===== src/rtl/dgat_pkg.sv =====
// dgat_pkg: shared types, constants and helper functions of the goto angle transmitter
// no dependencies; imported by every module of the block
`timescale 1ns / 1ps

package dgat_pkg;

  // frame layout
  localparam int unsigned FrameBits = 45;
  localparam int unsigned BitsW     = 6;
  localparam int unsigned TickW     = 12;
  localparam int unsigned CycW      = 6;

  localparam logic [7:0] FramingByte = 8'hE0;
  localparam logic [7:0] AddressByte = 8'h31;
  localparam logic [7:0] GotoCmdByte = 8'h6E;
  localparam logic [3:0] EastNibble  = 4'hE;
  localparam logic [3:0] WestNibble  = 4'hD;

  // configuration register reset values
  localparam logic [7:0]  HighTimeRst   = 8'd16;
  localparam logic [7:0]  LowTimeRst    = 8'd17;
  localparam logic [5:0]  LongBurstRst  = 6'd22;
  localparam logic [5:0]  ShortBurstRst = 6'd11;
  localparam logic [11:0] LongGapRst    = 12'd1000;
  localparam logic [11:0] ShortGapRst   = 12'd500;
  localparam logic [11:0] AngleLimitRst = 12'd1200;

  localparam int unsigned AddrW = 5;

  // register indexes on the configuration port
  typedef enum logic [2:0] {
    REG_HIGH_TIME   = 3'd0,
    REG_LOW_TIME    = 3'd1,
    REG_LONG_BURST  = 3'd2,
    REG_SHORT_BURST = 3'd3,
    REG_LONG_GAP    = 3'd4,
    REG_SHORT_GAP   = 3'd5,
    REG_ANGLE_LIMIT = 3'd6
  } reg_idx_e;

  // request kinds
  localparam logic ReqTick = 1'b0;
  localparam logic ReqGoto = 1'b1;

  typedef struct packed {
    logic        req_type;
    logic [15:0] angle;
  } in_item_t;

  typedef struct packed {
    logic line;
    logic busy_res;
    logic accepted;
  } out_item_t;

  typedef struct packed {
    logic [7:0]  high_time;
    logic [7:0]  low_time;
    logic [5:0]  long_burst_cycles;
    logic [5:0]  short_burst_cycles;
    logic [11:0] long_gap;
    logic [11:0] short_gap;
    logic [11:0] angle_limit;
  } cfg_t;

  typedef struct packed {
    logic busy;
    logic line;
  } core_status_t;

  // zero counts behave as one
  function automatic logic [7:0] at_least_one8(input logic [7:0] v);
    return (v == 8'd0) ? 8'd1 : v;
  endfunction

  function automatic logic [5:0] at_least_one6(input logic [5:0] v);
    return (v == 6'd0) ? 6'd1 : v;
  endfunction

  // byte followed by its odd parity bit
  function automatic logic [8:0] with_parity(input logic [7:0] b);
    return {b, ~(^b)};
  endfunction

endpackage


===== src/rtl/diseqc_goto_angle_transmitter.sv =====
// diseqc_goto_angle_transmitter: top level of the goto angle tone transmitter
// results: each accepted transaction's result is registered in the result buffer and offered from there
// throughput: one transaction per cycle, set by the single-pass step logic of the
//   frame core and the two-entry result buffer, which stalls input only when full
// reset: asynchronous, configuration registers return to their defaults and the line goes idle low
// depends on dgat_pkg, dgat_cfg_regs, dgat_frame_core, dgat_out_buf
`timescale 1ns / 1ps

module diseqc_goto_angle_transmitter
  import dgat_pkg::*;
(
  input  logic                clk_i,
  input  logic                rst_ni,
  input  logic                in_valid_i,
  output logic                in_stall_o,
  input  in_item_t            in_data_i,
  output logic                out_valid_o,
  input  logic                out_stall_i,
  output out_item_t           out_data_o,
  input  logic                psel,
  input  logic                penable,
  input  logic                pwrite,
  input  logic [AddrW-1:0]    paddr,
  input  logic [31:0]         pwdata,
  output logic [31:0]         prdata,
  output logic                pready
);

  cfg_t         cfg;
  out_item_t    core_res;
  core_status_t status;
  logic         buf_full;
  logic         accept;

  assign in_stall_o = buf_full;
  assign accept     = in_valid_i && !buf_full;

  // configuration registers
  dgat_cfg_regs u_cfg (
    .clk_i   (clk_i),
    .rst_ni  (rst_ni),
    .psel    (psel),
    .penable (penable),
    .pwrite  (pwrite),
    .paddr   (paddr),
    .pwdata  (pwdata),
    .prdata  (prdata),
    .pready  (pready),
    .cfg_o   (cfg)
  );

  // frame and tone sequencer
  dgat_frame_core u_core (
    .clk_i    (clk_i),
    .rst_ni   (rst_ni),
    .step_i   (accept),
    .item_i   (in_data_i),
    .cfg_i    (cfg),
    .res_o    (core_res),
    .status_o (status)
  );

  // result buffer
  dgat_out_buf u_buf (
    .clk_i       (clk_i),
    .rst_ni      (rst_ni),
    .push_i      (accept),
    .data_i      (core_res),
    .full_o      (buf_full),
    .out_valid_o (out_valid_o),
    .out_stall_i (out_stall_i),
    .out_data_o  (out_data_o)
  );

  // checks
  a_acc_busy: assert property (@(posedge clk_i) disable iff (!rst_ni)
    out_valid_o && out_data_o.accepted |-> out_data_o.busy_res)
    else $error("accepted goto reported as not busy");

  a_idle_low: assert property (@(posedge clk_i) disable iff (!rst_ni)
    !status.busy |-> !status.line)
    else $error("line high while no frame is in progress");

  a_stall_full: assert property (@(posedge clk_i) disable iff (!rst_ni)
    in_stall_o |-> out_valid_o)
    else $error("input stalled with no result waiting");

  a_goto_starts: assert property (@(posedge clk_i) disable iff (!rst_ni)
    accept && (in_data_i.req_type == ReqGoto) && !status.busy |=> status.busy && status.line)
    else $error("goto on idle core did not start a frame");

endmodule


===== src/rtl/dgat_cfg_regs.sv =====
// dgat_cfg_regs: configuration registers behind an apb-style port
// depends on dgat_pkg
`timescale 1ns / 1ps

module dgat_cfg_regs
  import dgat_pkg::*;
(
  input  logic             clk_i,
  input  logic             rst_ni,
  input  logic             psel,
  input  logic             penable,
  input  logic             pwrite,
  input  logic [AddrW-1:0] paddr,
  input  logic [31:0]      pwdata,
  output logic [31:0]      prdata,
  output logic             pready,
  output cfg_t             cfg_o
);

  cfg_t     cfg_q, cfg_d;
  logic     wr_en;
  reg_idx_e idx;

  assign pready = 1'b1;
  assign wr_en  = psel && penable && pwrite;
  assign idx    = reg_idx_e'(paddr[AddrW-1:2]);
  assign cfg_o  = cfg_q;

  // write decode
  always_comb begin
    cfg_d = cfg_q;
    if (wr_en) begin
      unique case (idx)
        REG_HIGH_TIME:   cfg_d.high_time          = pwdata[7:0];
        REG_LOW_TIME:    cfg_d.low_time           = pwdata[7:0];
        REG_LONG_BURST:  cfg_d.long_burst_cycles  = pwdata[5:0];
        REG_SHORT_BURST: cfg_d.short_burst_cycles = pwdata[5:0];
        REG_LONG_GAP:    cfg_d.long_gap           = pwdata[11:0];
        REG_SHORT_GAP:   cfg_d.short_gap          = pwdata[11:0];
        REG_ANGLE_LIMIT: cfg_d.angle_limit        = pwdata[11:0];
        default:         cfg_d                    = cfg_q;
      endcase
    end
  end

  // read mux
  always_comb begin
    unique case (idx)
      REG_HIGH_TIME:   prdata = {24'd0, cfg_q.high_time};
      REG_LOW_TIME:    prdata = {24'd0, cfg_q.low_time};
      REG_LONG_BURST:  prdata = {26'd0, cfg_q.long_burst_cycles};
      REG_SHORT_BURST: prdata = {26'd0, cfg_q.short_burst_cycles};
      REG_LONG_GAP:    prdata = {20'd0, cfg_q.long_gap};
      REG_SHORT_GAP:   prdata = {20'd0, cfg_q.short_gap};
      REG_ANGLE_LIMIT: prdata = {20'd0, cfg_q.angle_limit};
      default:         prdata = 32'd0;
    endcase
  end

  always_ff @(posedge clk_i or negedge rst_ni) begin
    if (!rst_ni) begin
      cfg_q.high_time          <= HighTimeRst;
      cfg_q.low_time           <= LowTimeRst;
      cfg_q.long_burst_cycles  <= LongBurstRst;
      cfg_q.short_burst_cycles <= ShortBurstRst;
      cfg_q.long_gap           <= LongGapRst;
      cfg_q.short_gap          <= ShortGapRst;
      cfg_q.angle_limit        <= AngleLimitRst;
    end else begin
      cfg_q <= cfg_d;
    end
  end

endmodule


===== src/rtl/dgat_frame_core.sv =====
// dgat_frame_core: frame builder and bit/tone sequencer, one step per transaction
// depends on dgat_pkg
`timescale 1ns / 1ps

module dgat_frame_core
  import dgat_pkg::*;
(
  input  logic         clk_i,
  input  logic         rst_ni,
  input  logic         step_i,
  input  in_item_t     item_i,
  input  cfg_t         cfg_i,
  output out_item_t    res_o,
  output core_status_t status_o
);

  logic [FrameBits-1:0] frame_q, frame_d;
  logic [BitsW-1:0]     bits_q, bits_d;
  logic                 in_gap_q, in_gap_d;
  logic [CycW-1:0]      cycles_q, cycles_d;
  logic [TickW-1:0]     tick_q, tick_d;
  logic                 line_q, line_d;

  logic                 neg;
  logic [16:0]          mag_full;
  logic [TickW-1:0]     mag;
  logic [7:0]           d1, d2;
  logic [FrameBits-1:0] new_frame;
  logic [TickW-1:0]     high_ticks, low_ticks;
  logic [TickW-1:0]     gap_ticks;
  logic [CycW-1:0]      next_cycles;
  logic                 do_next;

  assign status_o.busy = (bits_q != '0);
  assign status_o.line = line_q;

  // angle clamp and frame assembly
  always_comb begin
    neg      = item_i.angle[15];
    mag_full = neg ? (17'h10000 - {1'b0, item_i.angle}) : {1'b0, item_i.angle};
    mag      = (mag_full > {5'd0, cfg_i.angle_limit}) ? cfg_i.angle_limit
                                                      : mag_full[TickW-1:0];
    d1        = {(neg ? EastNibble : WestNibble), mag[11:8]};
    d2        = mag[7:0];
    new_frame = {with_parity(FramingByte), with_parity(AddressByte),
                 with_parity(GotoCmdByte), with_parity(d1), with_parity(d2)};
  end

  // phase lengths
  assign high_ticks  = {4'd0, at_least_one8(cfg_i.high_time)};
  assign low_ticks   = {4'd0, at_least_one8(cfg_i.low_time)};
  assign gap_ticks   = frame_q[FrameBits-1] ? cfg_i.long_gap : cfg_i.short_gap;
  // burst length of the bit after the current one
  assign next_cycles = at_least_one6(frame_q[FrameBits-2] ? cfg_i.short_burst_cycles
                                                          : cfg_i.long_burst_cycles);

  // step logic
  always_comb begin
    frame_d  = frame_q;
    bits_d   = bits_q;
    in_gap_d = in_gap_q;
    cycles_d = cycles_q;
    tick_d   = tick_q;
    line_d   = line_q;
    do_next  = 1'b0;
    res_o.line     = line_q;
    res_o.busy_res = (bits_q != '0);
    res_o.accepted = 1'b0;
    if (step_i) begin
      if (item_i.req_type == ReqGoto) begin
        if (bits_q == '0) begin
          frame_d  = new_frame;
          bits_d   = BitsW'(FrameBits);
          in_gap_d = 1'b0;
          cycles_d = at_least_one6(new_frame[FrameBits-1] ? cfg_i.short_burst_cycles
                                                          : cfg_i.long_burst_cycles);
          line_d   = 1'b1;
          tick_d   = high_ticks;
          res_o.line     = 1'b1;
          res_o.busy_res = 1'b1;
          res_o.accepted = 1'b1;
        end
      end else if (bits_q != '0) begin
        priority if (tick_q > TickW'(1)) begin
          tick_d = tick_q - TickW'(1);
        end else if (in_gap_q) begin
          do_next = 1'b1;
        end else if (line_q) begin
          line_d = 1'b0;
          tick_d = low_ticks;
        end else if (cycles_q > CycW'(1)) begin
          cycles_d = cycles_q - CycW'(1);
          line_d   = 1'b1;
          tick_d   = high_ticks;
        end else begin
          cycles_d = '0;
          if (gap_ticks == '0) begin
            do_next = 1'b1;
          end else begin
            in_gap_d = 1'b1;
            line_d   = 1'b0;
            tick_d   = gap_ticks;
          end
        end
        // move on to the next frame bit
        if (do_next) begin
          frame_d = {frame_q[FrameBits-2:0], 1'b0};
          bits_d  = bits_q - BitsW'(1);
          in_gap_d = 1'b0;
          if (bits_q == BitsW'(1)) begin
            cycles_d = '0;
            tick_d   = '0;
            line_d   = 1'b0;
          end else begin
            cycles_d = next_cycles;
            line_d   = 1'b1;
            tick_d   = high_ticks;
          end
        end
      end
    end
  end

  always_ff @(posedge clk_i or negedge rst_ni) begin
    if (!rst_ni) begin
      frame_q  <= '0;
      bits_q   <= '0;
      in_gap_q <= 1'b0;
      cycles_q <= '0;
      tick_q   <= '0;
      line_q   <= 1'b0;
    end else begin
      frame_q  <= frame_d;
      bits_q   <= bits_d;
      in_gap_q <= in_gap_d;
      cycles_q <= cycles_d;
      tick_q   <= tick_d;
      line_q   <= line_d;
    end
  end

endmodule


===== src/rtl/dgat_out_buf.sv =====
// dgat_out_buf: two-entry result buffer between the core and the output channel
// depends on dgat_pkg
`timescale 1ns / 1ps

module dgat_out_buf
  import dgat_pkg::*;
(
  input  logic      clk_i,
  input  logic      rst_ni,
  input  logic      push_i,
  input  out_item_t data_i,
  output logic      full_o,
  output logic      out_valid_o,
  input  logic      out_stall_i,
  output out_item_t out_data_o
);

  out_item_t  ent0_q, ent0_d, ent1_q, ent1_d;
  logic [1:0] count_q, count_d;
  logic       pop;
  logic [1:0] wr_pos;

  assign out_valid_o = (count_q != 2'd0);
  assign full_o      = (count_q == 2'd2);
  assign out_data_o  = ent0_q;
  assign pop         = out_valid_o && !out_stall_i;
  assign wr_pos      = count_q - {1'b0, pop};

  // shift on pop, write behind the last live entry on push
  always_comb begin
    ent0_d = pop ? ent1_q : ent0_q;
    ent1_d = ent1_q;
    if (push_i) begin
      if (wr_pos == 2'd0) begin
        ent0_d = data_i;
      end else begin
        ent1_d = data_i;
      end
    end
    count_d = count_q + {1'b0, push_i} - {1'b0, pop};
  end

  always_ff @(posedge clk_i) begin
    ent0_q <= ent0_d;
    ent1_q <= ent1_d;
  end

  always_ff @(posedge clk_i or negedge rst_ni) begin
    if (!rst_ni) begin
      count_q <= 2'd0;
    end else begin
      count_q <= count_d;
    end
  end

endmodule


===== config.mk =====
export PLATFORM = sky130hd
export DESIGN_NAME = diseqc_goto_angle_transmitter
export DESIGN_NICKNAME = d
export VERILOG_FILES = /design/src/rtl/dgat_pkg.sv /design/src/rtl/diseqc_goto_angle_transmitter.sv /design/src/rtl/dgat_cfg_regs.sv /design/src/rtl/dgat_frame_core.sv /design/src/rtl/dgat_out_buf.sv
export SDC_FILE = /design/constraint.sdc
export NUM_CORES = 1
export LEC_CHECK = 0
export BUFFER_PORTS_ARGS = -buffer_cell sky130_fd_sc_hd__buf_4
export CORE_MARGIN = 2
export CORE_UTILIZATION = 50
export CTS_BUF_LIST = sky130_fd_sc_hd__clkbuf_16
export DETAILED_ROUTE_END_ITERATION = 6
export PLACE_DENSITY = 0.78
export SLEW_MARGIN = 20
export SYNTH_ARGS = -nofsm -noshare
export SYNTH_HDL_FRONTEND = slang
export SYNTH_SLANG_ARGS = --single-unit

===== constraint.sdc =====
create_clock -name clk_i -period 8.3 [get_ports clk_i]
set_clock_uncertainty 0.2 [all_clocks]
set_input_delay 2.49 -clock clk_i [delete_from_list [all_inputs] [get_ports clk_i]]
set_output_delay 2.49 -clock clk_i [all_outputs]
set_load 0.02 [all_outputs]

==> run metrics, run 1 <==
run status finished clean; initial antenna violation count 0; largest net degree at the start of global routing 78; final std cells w/o fill 1149; Synth Cell Area 8460 µm²; Post-synth EDFFs 3; # DRC 0; period utilization 0.841; share of cells above drive strength 1 0.210; Peak Freq 143 MHz; Overflow after GRT 0; Hold Crit Class register to register; Yosys cell types 63; GRT Total Usage 0.238; startpoint types input pin; Area Growth Syn to Fin 12.0%; Resized cells post-CTS 0; DRT Pass-1 Iters 6; Total Wirelength 20.6 mm; Max Cap Viol 0; Final Hold Vio Count 0; DRT iter0 DRCs 659; Reg-to-Reg Start u_core.frame_q[44]; core area 16600 µm²; CTS max path bufs 2; ant diodes 0; vias in the first global route 6538; placed cells 1117; clk_lat worst skew 0.44 ns; clock sink total 143; CTS tree built; Slew HR 0.285; number of setup buffers added after CTS 0; Worst Path Arrival 4.29 ns; Leak 4.22 nW; Final GP Congestion 0.912; worst path buffer plus inverter count 3; vias 6858; cell count after synthesis 886; Root Driver clkbuf_16; Least-Margin Pin Slew 1.07 ns; first-pass GRT wire length 33.7 mm; Synth Area per Inst 9.54 µm²; post-DR wirelength/cell 17.9 µm; Final ANT Viol Nets 0; Die ar. 18000 µm²; IO Count 99; Die Ht 134 µm; Worst-path clk slew 0.05 ns; sequential cell area fraction in the yosys report 0.427; Power per Cell Area 291 nW/µm²; #FFs+latches synth 143; final worst path period need 6.98 ns; Worst setup EP type output port; Hold Slack 0.257 ns; Finish-stage setup viols 0; worst hold path cell count 2; hold path endpoint u_core.frame_q[21]; critical path type input pin to output port; # rows 47; die width 134 µm; I/O Buffers 55; H-tree depth 4; fraction of registers with async set/reset 0.958; min-delay src u_core.frame_q[21]; cts hold-fix bufs 0; Main synth FF type dfrtp_1; Worst path max stage delay 0.67 ns; maximum vdd drop 0.181 mV; Slowest-stage cell, CP nor2_1; Num CTS Buffers 17; CP Cell Sequence buf_4 > inv_1 > nor2_1 > a21oi_1 > o21ai_0 > buf_4; Yosys warning count 0; fillers 1445; Largest delay share family, worst path simple AND/OR/NAND/NOR gates; R2R Setup Slk 4.65 ns; Layout Nets 1002; Reg2Reg Capture Point u_core.bits_q[4]; HPWL Detailed 14.2 mm; Avg Vias per Cell 5.97; setup TNS 0 ns; cell mode on critical path buf_4; final-report max-slew violation count 0; reg2reg path depth 9; Initial Util 0.510; critical path peak fanout 25; CP Data Required Time 5.61 ns; RSZ-0062 raised after global routing false
worst reg2reg max path, cell delays in order (launching register included):
cell and delay, ns:
dfrtp_1 0.79, nor2b_1 0.26, nand4_1 0.15, a221oi_1 0.66, o211ai_1 0.28, a21oi_2 0.19
buf_4 0.32, nand2_1 0.17, or4_1 0.42, a21oi_1 0.15
routing by layer:
metal / track usage / wire length [µm]
met1: 0.320 / 9010
met2: 0.372 / 9700
met3: 0.0571 / 1280
met4: 0.0971 / 592
met5: 0 / 0
Yosys cell counts, types with 19 or more instances:
cell / count / area share
dfrtp_1: 112 / 0.33
a21oi_1: 66 / 0.039
nor2_1: 80 / 0.036
inv_1: 36 / 0.016
a211oi_1: 19 / 0.017
xnor2_1: 29 / 0.030
mux2i_1: 25 / 0.030
buf_4: 22 / 0.020
clkbuf_1: 40 / 0.018
ha_1: 25 / 0.037
nor3_1: 25 / 0.015
nand2_1: 77 / 0.034
o21ai_0: 57 / 0.034
dfstp_2: 25 / 0.078
mux2_2: 61 / 0.081
placed cells by master (no fill, tap or decap), types with 29 or more instances in the layout:
cell,count
dfrtp_1,112
nor2_1,79
nand2_1,77
a21oi_1,65
mux2_2,61
buf_4,61
o21ai_0,57
inv_1,37
xnor2_1,29
through the flow:
step                utilization  setup slack [ns]  instance area (µm²)  total power, mW
floorplan                     -              1.65                 8530             1.75
global placement          0.537              1.39                 8900             1.97
detailed placement        0.537              1.36                 8900             2.01
CTS                       0.571              1.36                 9460             2.75
global route              0.571              1.13                 9470             2.92
finish                    0.571              1.32                 9470             2.75
final cells by class:
class	count	area, µm²	share of cell area
Clock buffer	17	425	0.0449
Inverter	36	135	0.0143
Clock inverter	15	135	0.0143
Timing Repair Buffer	62	469	0.0496
Tap cell	220	275	0.0291
Multi-Input combinational cell	656	4420	0.467
Sequential cell	143	3610	0.381
cell families after synthesis:
logic type | after synthesis | synth area share
buffers and inverters | 106 | 0.0599
muxes | 92 | 0.126
and+or+nand+nor | 252 | 0.140
DFF | 143 | 0.427
xor gates and xnor gates | 38 | 0.0394
adders and majority gates | 25 | 0.0370
other | 2 | 0.000888
AOI/OAI and AO/OA | 228 | 0.170
flip-flops by register name (all words and copies together), names as in the netlist:
name              flops
u_core.line_q         1
u_core.cycles_q       6
u_cfg.cfg_o          64
u_buf.ent1_q          3
u_buf.count_q         2
u_core.in_gap_q       1
u_buf.out_data_o      3
u_core.tick_q        12
u_core.bits_q         6
u_core.frame_q       45
how the worst max path moves through the flow:
stage / slack (ns) / cells past startpoint / from / endpoint
after floorplan: 1.65 / 5 / paddr[2] / prdata[4]
after CTS: 1.36 / 6 / paddr[2] / prdata[0]
after detailed placement: 1.36 / 6 / paddr[2] / prdata[0]
after global placement: 1.39 / 6 / paddr[2] / prdata[0]
after global routing: 1.13 / 6 / paddr[2] / prdata[0]
final: 1.32 / 6 / paddr[2] / prdata[1]
report_power, final:
group,internal [mW],total [mW],switching [mW]
Combinational,0.396,0.891,0.495
Sequential,0.918,1.13,0.208
Clock,0.414,0.733,0.319
Total,1.73,2.75,1.02
(Power assumes the default switching activity.)
==> run 2, diff against run 1 <==
--- a/config.mk
+++ b/config.mk
@@ -10,7 +10,7 @@
 export CORE_UTILIZATION = 50
 export CTS_BUF_LIST = sky130_fd_sc_hd__clkbuf_16
 export DETAILED_ROUTE_END_ITERATION = 6
-export PLACE_DENSITY = 0.78
+export PLACE_DENSITY = 0.81
 export SLEW_MARGIN = 20
 export SYNTH_ARGS = -nofsm -noshare
 export SYNTH_HDL_FRONTEND = slang
==> constraint.sdc (replaced) <==
create_clock -name clk_i -period 5.8 [get_ports clk_i]
set_clock_uncertainty 0.2 [all_clocks]
set_input_delay 1.74 -clock clk_i [delete_from_list [all_inputs] [get_ports clk_i]]
set_output_delay 1.74 -clock clk_i [all_outputs]
set_load 0.02 [all_outputs]
==> run 2 against run 1 <==
  * Power grew 44%
  * Sequential share of layout area shrank 0.30 points
  * Cell area grew 0.78%
  * Clock power grew 46%
  * Non-clock buffer count grew 5
  * Die area is the same
  * Core utilization grew 0.45 points
  * Clock-buffer cell count grew 1
  * Cell count grew 0.44%
  * First-iteration DRC count grew 18%
  * Critical endpoint unchanged
  * Highest routed layer unchanged
==> run metrics, run 2 (synthesis gave the netlist of run 1 again) <==
period utilization 0.872; commonest non-fill, non-tap cell in the layout dfrtp_1; first-pass GRT wire length 34.1 mm; most frequent cells in the layout 112 x dfrtp_1, 80 x nor2_1, 77 x nand2_1, 65 x a21oi_1, 65 x buf_4; Worst path max stage delay 0.31 ns; Die Ht 134 µm; vias 6825; Final Hold Vio Count 0; setup TNS 0 ns; Worst-path clk slew 0.06 ns; CP Cell Sequence buf_4 > inv_1 > nor2_1 > buf_4 > a21oi_1 > o21ai_0 > buf_4; Num CTS Buffers 17; # DRC 0; Internal Power 2.53 mW; DRT iter0 DRCs 777; HPWL Detailed 14.1 mm; CTS max path bufs 2; Power per Cell Area 417 nW/µm²; Total Wirelength 20.7 mm; maximum vdd drop 0.272 mV; fillers 1430; core area 16600 µm²; I/O Buffers 55; Die ar. 18000 µm²; Peak Freq 198 MHz; vias in the first global route 6674; clock sink total 143; H-tree depth 4; Final ANT Viol Nets 0; RSZ-0062 raised after global routing false; share of cells above drive strength 1 0.210; Finish-stage setup viols 0; cts hold-fix bufs 0; switching share of power 0.362; Slowest-stage cell, CP buf_4; Comb power frac 0.324; NetSw 1.44 mW; Least-Margin Pin Slew 0.786 ns; CTS tree built; startpoint types input pin; DRT Pass-1 Iters 5; largest net degree at the start of global routing 111; GRT Total Usage 0.240; number of setup buffers added after CTS 0; Clock Power Share 0.270; Seq pwr share 0.406; Area Growth Syn to Fin 12.8%; Hold Crit Class register to register; # rows 47; Root Driver clkbuf_16; Overflow after GRT 0; critical path peak fanout 25; max FFs per register 64; IO Count 99; post-DR wirelength/cell 17.9 µm; Worst Path Arrival 3.12 ns; CP Data Required Time 3.86 ns; Final GP Congestion 0.892; initial antenna violation count 0; final worst path period need 5.06 ns; cell mode on critical path buf_4; Avg Vias per Cell 5.91; clk_lat worst skew 0.43 ns; Slew HR 0.476; Layout Nets 1007; die width 134 µm; Worst setup EP type output port; Resized cells post-CTS 0; ant diodes 0; Leak 4.26 nW; critical path type input pin to output port; final-report max-slew violation count 0; run status finished clean; Initial Util 0.510; Max Cap Viol 0; Hold Slack 0.262 ns
==> run 2: path summary, 6_finish.rpt <==
kind                               startpoint            endpoint  slack, ns  cells past startpoint
max in group asynchronous              rst_ni     u_cfg.cfg_o[60]       3.69                      2
hold / removal             u_core.frame_q[32]  u_core.frame_q[32]       0.26                      2
setup / recovery                     paddr[2]           prdata[1]       0.74                      7
min in group asynchronous              rst_ni      u_cfg.cfg_o[6]       1.00                      1
setup reg to reg           u_core.frame_q[44]    u_core.bits_q[4]       2.15                      9
hold reg to reg            u_core.frame_q[32]  u_core.frame_q[32]       0.26                      2
==> run 2: routing by layer <==
| metal | GRT usage | part of all wire |
|---|---|---|
| met5 | 0 | 0 |
| met4 | 0.0906 | 0.025 |
| met3 | 0.0669 | 0.068 |
| met2 | 0.374 | 0.47 |
| met1 | 0.321 | 0.44 |
==> run 2: through the flow <==
stage | util | setup WS (ns) | std cells | instance area (µm²) | total power, mW
finish | 0.575 | 0.742 | 1154 | 9540 | 3.97
global route | 0.575 | 0.555 | 1154 | 9540 | 4.22
CTS | 0.574 | 0.771 | 1153 | 9510 | 3.96
detailed placement | 0.539 | 0.376 | 1121 | 8930 | 2.87
global placement | 0.539 | 0.466 | 1121 | 8930 | 2.82
floorplan | - | 0.647 | 905 | 8530 | 2.51
==> run 2: power groups by stage <==
stage / clock network, mW / logic [mW] / registers [mW]
after floorplan: 0 / 0.996 / 1.51
after global placement: 0 / 1.22 / 1.60
after detailed placement: 0 / 1.26 / 1.62
after CTS: 1.08 / 1.28 / 1.60
after global routing: 1.13 / 1.44 / 1.66
final: 1.07 / 1.29 / 1.62
==> run 2: area by class of cell <==
class | instances | area [µm²] | area share
multi-input cells | 656 | 4410 | 0.463
flip-flops and latches | 143 | 3610 | 0.378
repair buffers | 67 | 527 | 0.0552
clock buffers | 18 | 450 | 0.0472
well taps | 220 | 275 | 0.0289
inverters | 36 | 135 | 0.0142
clock inverters | 14 | 129 | 0.0135
==> run 2: critical path, delay by kind of cell <==
family / cells / cell delay (ns)
AOI/OAI and AO/OA: 2 / 0.41
buffers and inverters: 4 / 0.84
and+or+nand+nor: 1 / 0.11
==> run 3, diff against run 2 <==
--- a/config.mk
+++ b/config.mk
@@ -6,11 +6,11 @@
 export NUM_CORES = 1
 export LEC_CHECK = 0
 export BUFFER_PORTS_ARGS = -buffer_cell sky130_fd_sc_hd__buf_4
-export CORE_MARGIN = 2
+export CORE_MARGIN = 5
 export CORE_UTILIZATION = 50
 export CTS_BUF_LIST = sky130_fd_sc_hd__clkbuf_16
 export DETAILED_ROUTE_END_ITERATION = 6
-export PLACE_DENSITY = 0.81
+export PLACE_DENSITY = 0.78
 export SLEW_MARGIN = 20
 export SYNTH_ARGS = -nofsm -noshare
 export SYNTH_HDL_FRONTEND = slang
==> constraint.sdc (replaced) <==
create_clock -name clk_i -period 5.45 [get_ports clk_i]
set_clock_uncertainty 0.2 [all_clocks]
set_input_delay 1.635 -clock clk_i [delete_from_list [all_inputs] [get_ports clk_i]]
set_output_delay 1.635 -clock clk_i [all_outputs]
set_load 0.02 [all_outputs]
==> run 3 against run 2 <==
  * Via count grew 0.73%
  * Largest power group unchanged
  * Sequential share of layout area shrank 0.17 points
  * Critical path depth shrank 2
==> run metrics, run 3 (synthesis gave the netlist of run 1 again) <==
Area Growth Syn to Fin 13.3%; IO Count 99; uppermost layer routed met4; clk_lat worst skew 0.43 ns; Resized cells post-CTS 0; Reg2Reg Capture Point u_core.cycles_q[5]; Critical Path Sink prdata[2]; commonest non-fill, non-tap cell in the layout dfrtp_1; Root Driver clkbuf_16; Avg Vias per Cell 5.95; Worst setup EP type output port; R2R Setup Slk 2.01 ns; final worst path period need 4.82 ns; reg2reg path depth 8; critical path type input pin to output port; largest net degree at the start of global routing 83; Peak Freq 207 MHz; Final GP Congestion 0.901; NetSw 1.53 mW; Stages on worst setup path 5; most frequent cells in the layout 112 x dfrtp_1, 79 x nor2_1, 77 x nand2_1, 67 x buf_4, 65 x a21oi_1; Final ANT Viol Nets 0; Clock Power Share 0.281; startpoint types input pin; Leak 4.29 nW; share of cells above drive strength 1 0.215; Hold Crit Class register to register; Least-Margin Pin Slew 0.784 ns; Comb power frac 0.319; period utilization 0.884; Layout Nets 1009; number of setup buffers added after CTS 0; CP Cell Sequence buf_4 > mux2_2 > a221oi_1 > o22ai_1 > buf_4; Reg-to-Reg Start u_core.frame_q[44]; HPWL Detailed 14.7 mm; Hold Slack 0.263 ns; initial antenna violation count 0; H-tree depth 4; die width 140 µm; Slowest-stage cell, CP mux2_2; Seq pwr share 0.401; met2 WL 9.95 mm; I/O Buffers 55; worst hold path cell count 2; CP Data Required Time 3.62 ns; Power per Cell Area 447 nW/µm²; core area 16600 µm²; Initial Util 0.510; Finish-stage setup viols 0; vias in the first global route 6626; fillers 1399; Total Wirelength 20.8 mm; met3 WL post-DR 1.57 mm; post-DR wirelength/cell 18.0 µm; CTS max path bufs 2; cts hold-fix bufs 0; vias 6875; worst path buffer plus inverter count 2; Final Hold Vio Count 0; final-report max-slew violation count 0; Worst path max stage delay 0.38 ns; Internal Power 2.75 mW; Die ar. 19600 µm²; DRT iter0 DRCs 551; switching share of power 0.357; maximum vdd drop 0.283 mV; Worst Path Arrival 2.98 ns; Max Cap Viol 0; CTS tree built; clock sink total 143; cell mode on critical path buf_4; Largest delay share family, worst path buffers and inverters; critical path peak fanout 27; Num CTS Buffers 17; met1 WL 8.77 mm; ant diodes 0; RSZ-0062 raised after global routing false; DRT Pass-1 Iters 5; Die Ht 140 µm; setup TNS 0 ns; run status finished clean; # DRC 0; Worst-path clk slew 0.06 ns; first-pass GRT wire length 34.2 mm; Slew HR 0.477; # rows 47; Worst Setup SP paddr[3]; GRT Total Usage 0.217; Overflow after GRT 0; max FFs per register 64
## run 3: cell types whose count changed in the layout (fill, tap and decap cells not counted)
cell | previous run | this run
bufinv_16 | 2 | 3
nor2_2 | 0 | 1
inv_1 | 41 | 37
nor2_1 | 80 | 79
clkinvlp_4 | 6 | 2
clkinv_2 | 1 | 2
clkinv_4 | 0 | 1
clkinv_1 | 0 | 2
buf_4 | 65 | 67
inv_6 | 0 | 3
buf_12 | 0 | 1
buf_16 | 1 | 0
## run 3: worst min-delay path, delay by kind of cell, from the launching register on
family | cells | cell delay [ns]
flops | 1 | 0.34
simple gates | 2 | 0.10
## run 3: worst min path at each step
stage	startpoint	end	slack, ns
final	u_core.frame_q[16]	u_core.frame_q[16]	0.26
after global routing	u_core.frame_q[42]	u_core.frame_q[42]	0.29
after floorplan	u_core.frame_q[16]	u_core.frame_q[16]	0.23
after detailed placement	u_core.frame_q[16]	u_core.frame_q[16]	0.26
after global placement	u_core.frame_q[16]	u_core.frame_q[16]	0.25
after CTS	u_core.frame_q[16]	u_core.frame_q[16]	0.27
## run 3: final cells by class
type                            count  area (µm²)  area share
Multi-Input combinational cell    656        4420       0.461
Sequential cell                   143        3610       0.377
Timing Repair Buffer               69         534      0.0558
Clock buffer                       18         450      0.0470
Tap cell                          220         275      0.0287
Clock inverter                     14         161      0.0168
Inverter                           36         135      0.0141
## run 3: stage by stage
stage | utilization | std cells | cell area [µm²] | power [mW] | worst slack, ns
finish | 0.578 | 1156 | 9580 | 4.28 | 0.630
global route | 0.578 | 1156 | 9580 | 4.57 | 0.522
CTS | 0.578 | 1156 | 9580 | 4.29 | 0.656
detailed placement | 0.541 | 1124 | 8970 | 3.08 | 0.422
global placement | 0.541 | 1124 | 8970 | 3.01 | 0.488
floorplan | - | 905 | 8530 | 2.67 | 0.507
## run 3: layer usage
metal / GRT usage / up-vias
met4: 0.0785 / 0
met3: 0.0576 / 49
li1: - / 3210
met1: 0.284 / 3333
met2: 0.348 / 283
met5: 0 / -
## run 3: power by group through the flow
stage	registers [mW]	logic, mW	clock network, mW
floorplan	1.61	1.06	0
global placement	1.70	1.31	0
detailed placement	1.72	1.35	0
CTS	1.71	1.36	1.22
global route	1.76	1.54	1.26
finish	1.71	1.36	1.20
